`src/rtl/lbc_pkg.sv`:
```
// shared types, codes and constants of the lru buffer cache
// no dependencies
package lbc_pkg;
  localparam int NumSlotsDef = 32;
  localparam int RefMax      = 16'hFFFF;

  typedef enum logic [1:0] {
    FUNC_GET  = 2'd0,
    FUNC_PUT  = 2'd1,
    FUNC_FREE = 2'd2,
    FUNC_NOP  = 2'd3
  } func_t;

  typedef enum logic [1:0] {
    ST_OK     = 2'd0,
    ST_NOSLOT = 2'd1,
    ST_BADPUT = 2'd2
  } status_t;

  typedef enum logic [1:0] {
    LC_ACT_HIT = 2'd0,
    LC_INA_HIT = 2'd1,
    LC_MISS    = 2'd2
  } lcase_t;

  // controller states
  typedef enum logic [3:0] {
    S_IDLE, S_LOOK, S_DECIDE, S_UNLINK, S_INSERT, S_FREE, S_DONE
  } state_t;

  // controller to datapath commands
  typedef struct packed {
    logic load;    // capture the request
    logic look;    // run the tag compare
    logic decide;  // apply counter/tag updates and pick relink
    logic unlink;  // unlink the selected node
    logic insert;  // insert it into the target list
    logic free_step; // one step of the freemem walk
  } lbc_cmd_t;

  // datapath to controller status
  typedef struct packed {
    logic do_relink;  // decide found a relink to perform
    logic free_done;  // walk finished
  } lbc_sts_t;
endpackage

```
`src/rtl/lru_block_buffer_cache.sv`:
```
// lru buffer cache of NUM_SLOTS slots with active and inactive recency lists.
// A get or put that relinks its slot runs the steps capture, tag compare,
// decide, unlink and insert before its result is pushed (insert reads links
// that unlink writes, so the two are separate steps); a get or put that leaves
// the lists alone (a put that keeps a nonzero count, a bad put, a miss with no
// inactive slot, an unused code) stops after decide. A freemem walks the
// inactive slots from the tail, at most NUM_SLOTS of them. One item is in
// work at a time; the result sits in an output register, a waiting result holds
// off the next one, and the next transaction can be accepted in the cycle after
// the result register loads. depends on lbc_pkg, lbc_ctrl, lbc_dp
module lru_block_buffer_cache #(
  parameter int NUM_SLOTS = lbc_pkg::NumSlotsDef
) (
  input  logic         clk,
  input  logic         rst_n,
  input  logic         in_tvalid,
  output logic         in_tready,
  input  logic [47:0]  in_tdata,   // func[1:0], block_number[33:2],
                                   // slot_index[39:34], free_count[46:40]
  output logic         out_tvalid,
  input  logic         out_tready,
  output logic [87:0]  out_tdata   // slot[5:0], status[7:6], lookup_case[9:8],
                                   // need_alloc[10], need_read[11],
                                   // freed_count[18:12], freed_mask[82:19]
);
  import lbc_pkg::*;

  lbc_cmd_t cmd;
  lbc_sts_t sts;
  logic idle, res_push, in_fire;
  logic [5:0] slot;
  logic [1:0] status, lookup_case;
  logic need_alloc, need_read;
  logic [6:0] freed_count;
  logic [63:0] freed_mask;
  logic out_valid_r;
  logic [87:0] out_data_r;

  assign in_tready = idle;
  assign in_fire   = in_tvalid && idle;

  lbc_ctrl u_ctrl (
    .clk, .rst_n, .in_fire, .func(in_tdata[1:0]), .sts,
    .out_busy(out_valid_r && !out_tready), .cmd, .idle, .res_push
  );

  lbc_dp #(.NUM_SLOTS(NUM_SLOTS)) u_dp (
    .clk, .rst_n, .cmd, .func(in_tdata[1:0]), .block_number(in_tdata[33:2]),
    .slot_index(in_tdata[39:34]), .free_count(in_tdata[46:40]), .sts,
    .slot, .status, .lookup_case, .need_alloc, .need_read, .freed_count,
    .freed_mask
  );

  // output register
  always_ff @(posedge clk) begin
    if (!rst_n) out_valid_r <= 1'b0;
    else if (res_push) out_valid_r <= 1'b1;
    else if (out_tready) out_valid_r <= 1'b0;
  end

  always_ff @(posedge clk) begin
    if (res_push)
      out_data_r <= {5'd0, freed_mask, freed_count, need_read, need_alloc,
                     lookup_case, status, slot};
  end

  assign out_tvalid = out_valid_r;
  assign out_tdata  = out_data_r;
endmodule

```
`src/rtl/lbc_ctrl.sv`:
```
// controller state machine of the lru buffer cache
// depends on lbc_pkg
module lbc_ctrl (
  input  logic              clk,
  input  logic              rst_n,
  input  logic              in_fire,
  input  logic [1:0]        func,
  input  lbc_pkg::lbc_sts_t sts,
  input  logic              out_busy,
  output lbc_pkg::lbc_cmd_t cmd,
  output logic              idle,
  output logic              res_push
);
  import lbc_pkg::*;

  state_t state_r, state_nxt;

  // state register
  always_ff @(posedge clk) begin
    if (!rst_n) state_r <= S_IDLE;
    else        state_r <= state_nxt;
  end

  // next state and commands
  always_comb begin
    state_nxt = state_r;
    cmd       = '0;
    idle      = 1'b0;
    res_push  = 1'b0;
    unique case (state_r)
      S_IDLE: begin
        idle = 1'b1;
        if (in_fire) begin
          cmd.load = 1'b1;
          state_nxt = (func == FUNC_FREE) ? S_FREE : S_LOOK;
        end
      end
      S_LOOK: begin
        cmd.look = 1'b1;
        state_nxt = S_DECIDE;
      end
      S_DECIDE: begin
        cmd.decide = 1'b1;
        state_nxt = sts.do_relink ? S_UNLINK : S_DONE;
      end
      S_UNLINK: begin
        cmd.unlink = 1'b1;
        state_nxt = S_INSERT;
      end
      S_INSERT: begin
        cmd.insert = 1'b1;
        state_nxt = S_DONE;
      end
      S_FREE: begin
        if (sts.free_done) state_nxt = S_DONE;
        else cmd.free_step = 1'b1;
      end
      S_DONE: begin
        if (!out_busy) begin
          res_push  = 1'b1;
          state_nxt = S_IDLE;
        end
      end
      default: state_nxt = S_IDLE;
    endcase
  end
endmodule

```
`src/rtl/lbc_dp.sv`:
```
// datapath of the lru buffer cache: slot state, links and result fields
// depends on lbc_pkg
module lbc_dp #(
  parameter int NUM_SLOTS = lbc_pkg::NumSlotsDef
) (
  input  logic              clk,
  input  logic              rst_n,
  input  lbc_pkg::lbc_cmd_t cmd,
  input  logic [1:0]        func,
  input  logic [31:0]       block_number,
  input  logic [5:0]        slot_index,
  input  logic [6:0]        free_count,
  output lbc_pkg::lbc_sts_t sts,
  output logic [5:0]        slot,
  output logic [1:0]        status,
  output logic [1:0]        lookup_case,
  output logic              need_alloc,
  output logic              need_read,
  output logic [6:0]        freed_count,
  output logic [63:0]       freed_mask
);
  import lbc_pkg::*;

  localparam int NW = $clog2(NUM_SLOTS + 2);
  localparam int SW = $clog2(NUM_SLOTS);
  localparam logic [NW-1:0] ACT = NW'(NUM_SLOTS);
  localparam logic [NW-1:0] INA = NW'(NUM_SLOTS + 1);

  // slot state
  logic [31:0]          tag_r  [NUM_SLOTS];
  logic [NUM_SLOTS-1:0] tv_r;
  logic [NUM_SLOTS-1:0] act_r;   // slot sits on the active list
  logic [NUM_SLOTS-1:0] dp_r;
  logic [15:0]          rc_r   [NUM_SLOTS];
  logic [NW-1:0]        nx_r   [NUM_SLOTS];
  logic [NW-1:0]        pv_r   [NUM_SLOTS];
  // list head links: active and inactive
  logic [NW-1:0]        anx_r, apv_r, inx_r, ipv_r;

  // request and working registers
  logic [1:0]    func_r;
  logic [31:0]   bn_r;
  logic [5:0]    si_r;
  logic [6:0]    lim_r;
  logic [NUM_SLOTS-1:0] hit_act_r, hit_ina_r;
  logic [NW-1:0] node_r, head_r, walk_r;
  logic          front_r;
  logic [5:0]    slot_r;
  logic [1:0]    status_r, lcase_r;
  logic          alloc_r, rd_r;
  logic [6:0]    freed_r;
  logic [63:0]   mask_r;

  // one-hot hit lookup; tags are unique among valid slots of one list
  logic [SW-1:0] ha_idx, hi_idx;
  logic          ha_any, hi_any;
  always_comb begin
    ha_idx = '0;
    hi_idx = '0;
    for (int i = 0; i < NUM_SLOTS; i++) begin
      if (hit_act_r[i]) ha_idx = SW'(i);
      if (hit_ina_r[i]) hi_idx = SW'(i);
    end
    ha_any = |hit_act_r;
    hi_any = |hit_ina_r;
  end

  logic [NW-1:0] tail_ina;
  logic [SW-1:0] si_s, wk_s, tl_s, nd_s;
  logic          si_ok;
  assign tail_ina = ipv_r;
  assign si_s     = si_r[SW-1:0];
  assign wk_s     = walk_r[SW-1:0];
  assign tl_s     = tail_ina[SW-1:0];
  assign nd_s     = node_r[SW-1:0];
  assign si_ok    = ({1'b0, si_r} < 7'(NUM_SLOTS));

  // neighbors of the selected node and of the target head
  logic [NW-1:0] n_nx, n_pv, h_nx, h_pv;
  always_comb begin
    n_nx = nx_r[nd_s];
    n_pv = pv_r[nd_s];
    h_nx = (head_r == ACT) ? anx_r : inx_r;
    h_pv = (head_r == ACT) ? apv_r : ipv_r;
  end

  logic walk_ok;
  assign walk_ok = (walk_r < ACT) && ({1'b0, freed_r} < {1'b0, lim_r});
  assign sts.free_done = !walk_ok;
  assign sts.do_relink = (func_r == FUNC_GET)
                         ? (ha_any || hi_any || (tail_ina < ACT))
                         : ((func_r == FUNC_PUT) && si_ok
                            && (rc_r[si_s] == 16'd1));

  // control registers with reset
  always_ff @(posedge clk) begin
    if (!rst_n) begin
      tv_r  <= '0;
      dp_r  <= '0;
      act_r <= '0;
      for (int i = 0; i < NUM_SLOTS; i++) rc_r[i] <= '0;
      anx_r <= ACT;
      apv_r <= ACT;
      inx_r <= '0;
      ipv_r <= NW'(NUM_SLOTS - 1);
      for (int i = 0; i < NUM_SLOTS; i++) begin
        nx_r[i] <= (i + 1 < NUM_SLOTS) ? NW'(i + 1) : INA;
        pv_r[i] <= (i == 0) ? INA : NW'(i - 1);
      end
    end else begin
      // decide: counters, tags, data bits
      if (cmd.decide) begin
        if (func_r == FUNC_GET) begin
          if (ha_any) begin
            if (rc_r[ha_idx] != 16'(RefMax)) rc_r[ha_idx] <= rc_r[ha_idx] + 16'd1;
          end else if (hi_any) begin
            if (rc_r[hi_idx] != 16'(RefMax)) rc_r[hi_idx] <= rc_r[hi_idx] + 16'd1;
            dp_r[hi_idx] <= 1'b1;
          end else if (tail_ina < ACT) begin
            tv_r[tl_s] <= 1'b1;
            rc_r[tl_s] <= 16'd1;
            dp_r[tl_s] <= 1'b1;
          end
        end else if (func_r == FUNC_PUT && si_ok && rc_r[si_s] != 16'd0) begin
          rc_r[si_s] <= rc_r[si_s] - 16'd1;
        end
      end
      // unlink node from its list
      if (cmd.unlink) begin
        if (n_pv == ACT) anx_r <= n_nx;
        else if (n_pv == INA) inx_r <= n_nx;
        else nx_r[n_pv[SW-1:0]] <= n_nx;
        if (n_nx == ACT) apv_r <= n_pv;
        else if (n_nx == INA) ipv_r <= n_pv;
        else pv_r[n_nx[SW-1:0]] <= n_pv;
      end
      // insert at head front or tail
      if (cmd.insert) begin
        act_r[nd_s] <= (head_r == ACT);
        if (front_r) begin
          nx_r[nd_s] <= h_nx;
          pv_r[nd_s] <= head_r;
          if (h_nx == ACT) apv_r <= node_r;
          else if (h_nx == INA) ipv_r <= node_r;
          else pv_r[h_nx[SW-1:0]] <= node_r;
          if (head_r == ACT) anx_r <= node_r;
          else inx_r <= node_r;
        end else begin
          pv_r[nd_s] <= h_pv;
          nx_r[nd_s] <= head_r;
          if (h_pv == ACT) anx_r <= node_r;
          else if (h_pv == INA) inx_r <= node_r;
          else nx_r[h_pv[SW-1:0]] <= node_r;
          if (head_r == ACT) apv_r <= node_r;
          else ipv_r <= node_r;
        end
      end
      // freemem walk drops data bits
      if (cmd.free_step && dp_r[wk_s]) dp_r[wk_s] <= 1'b0;
    end
  end

  // tag store, written on a miss that takes an inactive slot
  always_ff @(posedge clk) begin
    if (cmd.decide && func_r == FUNC_GET && !ha_any && !hi_any && tail_ina < ACT)
      tag_r[tl_s] <= bn_r;
  end

  // request capture, compare and result fields
  always_ff @(posedge clk) begin
    if (cmd.load) begin
      func_r   <= func;
      bn_r     <= block_number;
      si_r     <= slot_index;
      lim_r    <= (free_count > 7'(NUM_SLOTS)) ? 7'(NUM_SLOTS) : free_count;
      slot_r   <= '0;
      status_r <= ST_OK;
      lcase_r  <= LC_ACT_HIT;
      alloc_r  <= 1'b0;
      rd_r     <= 1'b0;
      freed_r  <= '0;
      mask_r   <= '0;
      walk_r   <= ipv_r;
    end
    if (cmd.look) begin
      for (int i = 0; i < NUM_SLOTS; i++) begin
        hit_act_r[i] <= tv_r[i] && act_r[i] && (tag_r[i] == bn_r);
        hit_ina_r[i] <= tv_r[i] && !act_r[i] && (tag_r[i] == bn_r);
      end
    end
    if (cmd.decide) begin
      head_r  <= ACT;
      front_r <= 1'b1;
      if (func_r == FUNC_GET) begin
        if (ha_any) begin
          node_r <= NW'(ha_idx);
          slot_r <= 6'(ha_idx);
        end else if (hi_any) begin
          node_r  <= NW'(hi_idx);
          slot_r  <= 6'(hi_idx);
          lcase_r <= LC_INA_HIT;
          alloc_r <= !dp_r[hi_idx];
          rd_r    <= !dp_r[hi_idx];
        end else begin
          lcase_r <= LC_MISS;
          if (tail_ina < ACT) begin
            node_r  <= tail_ina;
            front_r <= 1'b0;
            slot_r  <= 6'(tl_s);
            alloc_r <= !dp_r[tl_s];
            rd_r    <= 1'b1;
          end else begin
            status_r <= ST_NOSLOT;
          end
        end
      end else if (func_r == FUNC_PUT) begin
        node_r <= NW'(si_s);
        head_r <= INA;
        if (!si_ok || rc_r[si_s] == 16'd0) status_r <= ST_BADPUT;
      end
    end
    if (cmd.free_step) begin
      if (dp_r[wk_s]) begin
        freed_r <= freed_r + 7'd1;
        mask_r[wk_s] <= 1'b1;
      end
      walk_r <= pv_r[wk_s];
    end
  end

  assign slot        = slot_r;
  assign status      = status_r;
  assign lookup_case = lcase_r;
  assign need_alloc  = alloc_r;
  assign need_read   = rd_r;
  assign freed_count = freed_r;
  assign freed_mask  = mask_r;
endmodule

```
`config.mk`:
```
export PLATFORM = sky130hd
export DESIGN_NAME = lru_block_buffer_cache
export DESIGN_NICKNAME = d
export VERILOG_FILES = /design/src/rtl/lbc_pkg.sv /design/src/rtl/lru_block_buffer_cache.sv /design/src/rtl/lbc_ctrl.sv /design/src/rtl/lbc_dp.sv
export SDC_FILE = /design/constraint.sdc
export NUM_CORES = 2
export LEC_CHECK = 0
export ABC_CLOCK_PERIOD_IN_PS = 12330
export BUFFER_PORTS_ARGS = -buffer_cell sky130_fd_sc_hd__clkbuf_2
export CELL_PAD_IN_SITES_DETAIL_PLACEMENT = 2
export CELL_PAD_IN_SITES_GLOBAL_PLACEMENT = 2
export CORE_AREA = 2 2 480 482
export CTS_BUF_LIST = sky130_fd_sc_hd__clkbuf_4 sky130_fd_sc_hd__clkbuf_8
export DETAILED_ROUTE_END_ITERATION = 8
export DIE_AREA = 0 0 482 484
export GPL_TIMING_DRIVEN = 0
export PLACE_DENSITY_LB_ADDON = 0.1
export SYNTH_ARGS = -nofsm -noshare
export SYNTH_HDL_FRONTEND = slang
export SYNTH_SLANG_ARGS = --single-unit
```
`constraint.sdc`:
```
create_clock -name clk -period 12.33 [get_ports clk]
set_clock_uncertainty 0.2 [all_clocks]
set_input_delay 1.8495 -clock clk [delete_from_list [all_inputs] [get_ports clk]]
set_output_delay 1.8495 -clock clk [all_outputs]
set_load 0.05 [all_outputs]
```
==> run_results.csv, run 1 <==
group,metric,value,unit
outcome,outcome,"stopped before the end",
outcome,stop_stage,"clock tree synthesis (4_1_cts)",
outcome,error_line,"[ERROR DPL-0033] detailed placement checks failed during check placement.",
yosys,avgSynthCellArea,12.54,um^2
cts,cts_root_buffer,"clkbuf_8",
yosys,synthTopCellsByArea,"edfxtp_1 55%, mux4_2 7.7%, xnor2_1 7.0%",
yosys,synth_top_area_share,55.35,%
yosys,synth-seq-area-share,58.70,%
yosys,ys_types,110,
floorplan,num_rows,176,
yosys,ys_warn_count,0,
cts,cts_buffer_depth,4,
floorplan,die-height,484,um
yosys,ys_ff_latch,2286,
yosys,syn_area,113700,um^2
cts,hold_buffers,0,
floorplan,start_util,49.74,%
placement,routabilityCongestion,1.106,
yosys,ys_async_sr_fraction,0,%
cts,cts_resized,9,
cts,cts_buffers,406,
floorplan,die_x,482,um
cts,cts_setup_buffers,0,
cts,htreeDepth,5,
yosys,synth_largest_area_cell,"edfxtp_1",
yosys,synth_edf_count,2096,
placement,io_buffers,102,
yosys,synth_ff_type,"edfxtp_1",
placement,hpwl,568.4,mm
yosys,syn_inst,9064,
floorplan,ios,142,
cts,cts.sinks,2286,
-- Yosys cell counts, drive strengths merged, types with 39 or more instances --
library cell / n
edfxtp: 2096
and3: 95
o31ai: 94
a311oi: 39
xnor2: 912
nor2: 1108
xor2: 135
o211ai: 45
or4: 59
nor3: 119
a21oi: 209
o22ai: 167
mux2i: 204
nand2: 748
dfxtp: 190
mux4: 388
clkbuf: 398
nand4: 287
a31oi: 163
o21ai: 195
nand3: 238
mux2: 43
buf: 302
nor4: 108
a211oi: 79
inv: 108
-- logic make-up after synthesis --
| logic type | after synthesis | synth area share [%] |
|---|---|---|
| AOI/OAI and AO/OA | 1314 | 7.931 |
| other | 1 | 0.003298 |
| DFF | 2286 | 58.70 |
| muxes | 635 | 9.907 |
| xor gates and xnor gates | 1047 | 8.065 |
| and+or+nand+nor | 2958 | 12.25 |
| buffers and inverters | 812 | 3.026 |
| adders and majority gates | 11 | 0.1210 |
-- metrics by stage --
stage	cell area [um^2]	hold WS, ns	setup TNS [ns]	instances	worst slack, ns
global placement	118100	0.2104	-768.11	12230	-2.150
detailed placement	122100	0.2210	-5.484	12380	-0.2508
floorplan	113800	0.2000	0	9101	5.865
==> run 2, diff against run 1 <==
Settings changed: CELL_PAD_IN_SITES_DETAIL_PLACEMENT 2 to unset, CELL_PAD_IN_SITES_GLOBAL_PLACEMENT 2 to unset, CORE_AREA 2 2 480 482 to 2 2 537 539, CTS_BUF_LIST sky130_fd_sc_hd__clkbuf_4 sky130_fd_sc_hd__clkbuf_8 to unset, DIE_AREA 0 0 482 484 to 0 0 539 541, PLACE_DENSITY_LB_ADDON 0.1 to 0.15.
==> run_results.csv, run 2 <==
group,metric,value,unit
pwr,p_per_area,174.5,nW/um^2
setup_path,arrival,13.07,ns
layout,largest_reg_flops,1024,
sta,rsz0062_at_grt,"no",
sta,min_period,12.64,ns
worst_hold_path,hold_path.class,"flop to flop",
floorplan,die-height,541,um
global_routing,grt_max_degree,37,
drt,post-route-drc-count,0,
global_routing,grt-ovfl-total,0,
layout,most-common-layout-cells,"2096 x edfxtp_1, 1065 x nor2_1, 912 x xnor2_1",
drt,ant_nets,0,
drt,vias,93730,
layout,top_regs,"u_dp.tag_r (1024), u_dp.rc_r (512)",
outcome,violations,"capacitance limit, slew limit, setup timing",
cts,cts_resized,0,
drt,drtIter0Drc,17000,
placement,hpwl,454.5,mm
cts,htreeDepth,5,
outcome,outcome,"finished with violations",
layout,layout_commonest_cell,"edfxtp_1",
global_routing,gr-usage-all-layers,42.23,%
sta,worstMarginPinSlew,1.800,ns
setup_path,cp_max_fo,10,
sta,setup_violations,125,
global_routing,grt_pass1_wl,817.2,mm
setup_path,startpoint_type,"flop",
layout,syn2layout_area_growth,16.75,%
yosys,synth_common_cells,"2096 x edfxtp_1, 1105 x nor2_1, 912 x xnor2_1",
yosys,synth_ff_type,"edfxtp_1",
placement,routabilityCongestion,1.111,
drt,wl,631.4,mm
yosys,synth-seq-area-share,58.70,%
yosys,syn_inst,9064,
setup_path,worst_setup_path_end_kind,"flop",
floorplan,ios,142,
sta,max_freq,79.14,MHz
layout,fin_area,132700,um^2
floorplan,start_util,39.70,%
cts,tritoncts,"yes",
global_routing,antenna_found_initial,84,
yosys,synth_largest_area_cell,"edfxtp_1",
yosys,ys_async_sr_fraction,0,%
yosys,syn_area,113700,um^2
global_routing,grt_pass1_vias,85420,
setup_path,cp.required,12.77,ns
drt,wl_per_cell,46.02,um
sta,slew-limit-headroom,-20.00,%
floorplan,core,286400,um^2
drt,viasPerCell,6.832,
cts,hold_buffers,0,
setup_path,worstSetupPathType,"flop to flop",
sta,hold_slack,0.2372,ns
pwr,leakagePower,43.23,nW
layout,drive_gt1_share,16.18,%
floorplan,die_area,291600,um^2
placement,placed_area,124000,um^2
yosys,ys_ff_latch,2286,
yosys,synthTopCellsByArea,"edfxtp_1 55%, mux4_2 7.7%, xnor2_1 7.0%",
sta,post-route-period-util,102.5,%
yosys,synth_most_common_cell,"edfxtp_1",
flow_run,cap_violations,35,
floorplan,num_rows,197,
cts,cts_buffers,271,
yosys,synth_edf_count,2096,
pwr,p_total,23.17,mW
cts,cts_root_buffer,"clkbuf_16",
drt,drt_pass1_iterations,9,
sta,setup_ws,-0.3055,ns
yosys,synth_top_area_share,55.35,%
layout,layout.nets,9745,
yosys,avgSynthCellArea,12.54,um^2
floorplan,die_x,539,um
pwr,ir_drop,0.1290,mV
yosys,ys_types,110,
layout,regMostFlops,"u_dp.tag_r",
yosys,ys_warn_count,0,
cts,clk_latency,0.95,ns
cts,cts.clk_slew.worst_paths,0.06,ns
placement,io_buffers,102,
layout,n_fill_cell,25940,
cts,cts.sinks,2286,
sta,final_hold_viol_count,0,
cts,cts_setup_buffers,0,
sta,drv_slew,309,
cts,cts_buffer_depth,4,
-- run 2: cell counts after synthesis --
Identical to the previous run, type by type.
-- run 2: worst max-delay path: stages, from the launching register on --
cell and delay, ns:
edfxtp_1 0.32, clkbuf_1 0.66, inv_1 0.49, nor2_1 0.61
nor3_1 0.15, or2_0 0.24, clkbuf_1 0.54, nor2_2 0.95
buf_2 0.65, buf_2 0.56, buf_2 0.66, nand2_1 0.11
a311oi_1 0.37, nand4_1 0.68, or2_1 0.58, o31ai_4 0.32
buf_6 0.22, buf_4 0.24, mux2i_1 0.29, ha_1 0.25
inv_1 0.14, nor3b_1 0.66, mux2i_1 0.44, or2_1 0.34
a211oi_2 1.04, buf_2 0.42, nor2_1 0.12
-- run 2: cell families (layout without fill, tap and decap cells) --
kind of cell | count (synthesis) | count (layout) | synth area share [%]
simple gates | 2958 | 2958 | 12.25
flops | 2286 | 2286 | 58.70
compound gates | 1314 | 1314 | 7.931
xor+xnor | 1047 | 1047 | 8.065
buf+inv | 812 | 1599 | 3.026
mux | 635 | 635 | 9.907
fa+ha+maj | 11 | 11 | 0.1210
other cells | 1 | 88 | 0.003298
-- run 2: layer usage --
layer | vias to the layer above | routed length, um | track usage (%)
met5 | - | 300 | 0.04932
met4 | 39 | 46810 | 26.01
met3 | 1897 | 86270 | 15.44
met2 | 8180 | 261500 | 59.66
met1 | 48070 | 236500 | 54.92
li1 | 35550 | - | -
-- run 2: report_power, final --
group / leakage (nW) / switching [mW] / total [mW] / internal (mW)
Clock: 4.13 / 3.46 / 8.00 / 4.54
Combinational: 18.0 / 4.48 / 6.17 / 1.69
Sequential: 21.1 / 0.245 / 9.00 / 8.76
Total: 43.2 / 8.18 / 23.2 / 15.0
-- run 2: area by class of cell --
| type | instances | area, um^2 | area share (%) |
|---|---|---|---|
| tap | 3781 | 4731 | 3.564 |
| clock inverter | 119 | 1062 | 0.8002 |
| sequential | 2286 | 66740 | 50.28 |
| multi-input combinational | 6003 | 44260 | 33.34 |
| clock buffer | 360 | 7427 | 5.595 |
| timing repair buffer | 308 | 4823 | 3.634 |
| buffer | 700 | 3157 | 2.378 |
| antenna | 50 | 125.1 | 0.09425 |
| inverter | 112 | 421.7 | 0.3176 |
-- run 2: per-stage QoR --
stage                     cells  util [%]  TNS (ns)  setup slack [ns]
final                     13720     46.35    -20.61           -0.3055
after global routing      13680     46.31         0            0.2634
after floorplan            9101         -         0             5.865
after CTS                 13670     46.27         0            0.5128
after global placement    12980     41.58  -1147.37            -2.371
after detailed placement  13190     43.30         0            0.5259
-- run 2: path summary, 6_finish.rpt --
| kind | startpoint | to | slack, ns | cells after the start |
|---|---|---|---|---|
| worst min-delay path | u_dp.slot[5] | out_tdata[5] | 0.24 | 0 |
| worst max-delay path | u_dp.hit_ina_r[28] | u_dp.rc_r[8][14] | -0.31 | 26 |
| worst min register to register | u_dp.slot[5] | out_tdata[5] | 0.24 | 0 |
| worst max register to register | u_dp.hit_ina_r[28] | u_dp.rc_r[8][14] | -0.31 | 26 |
Note: power is estimated with default switching activity, not from simulation.
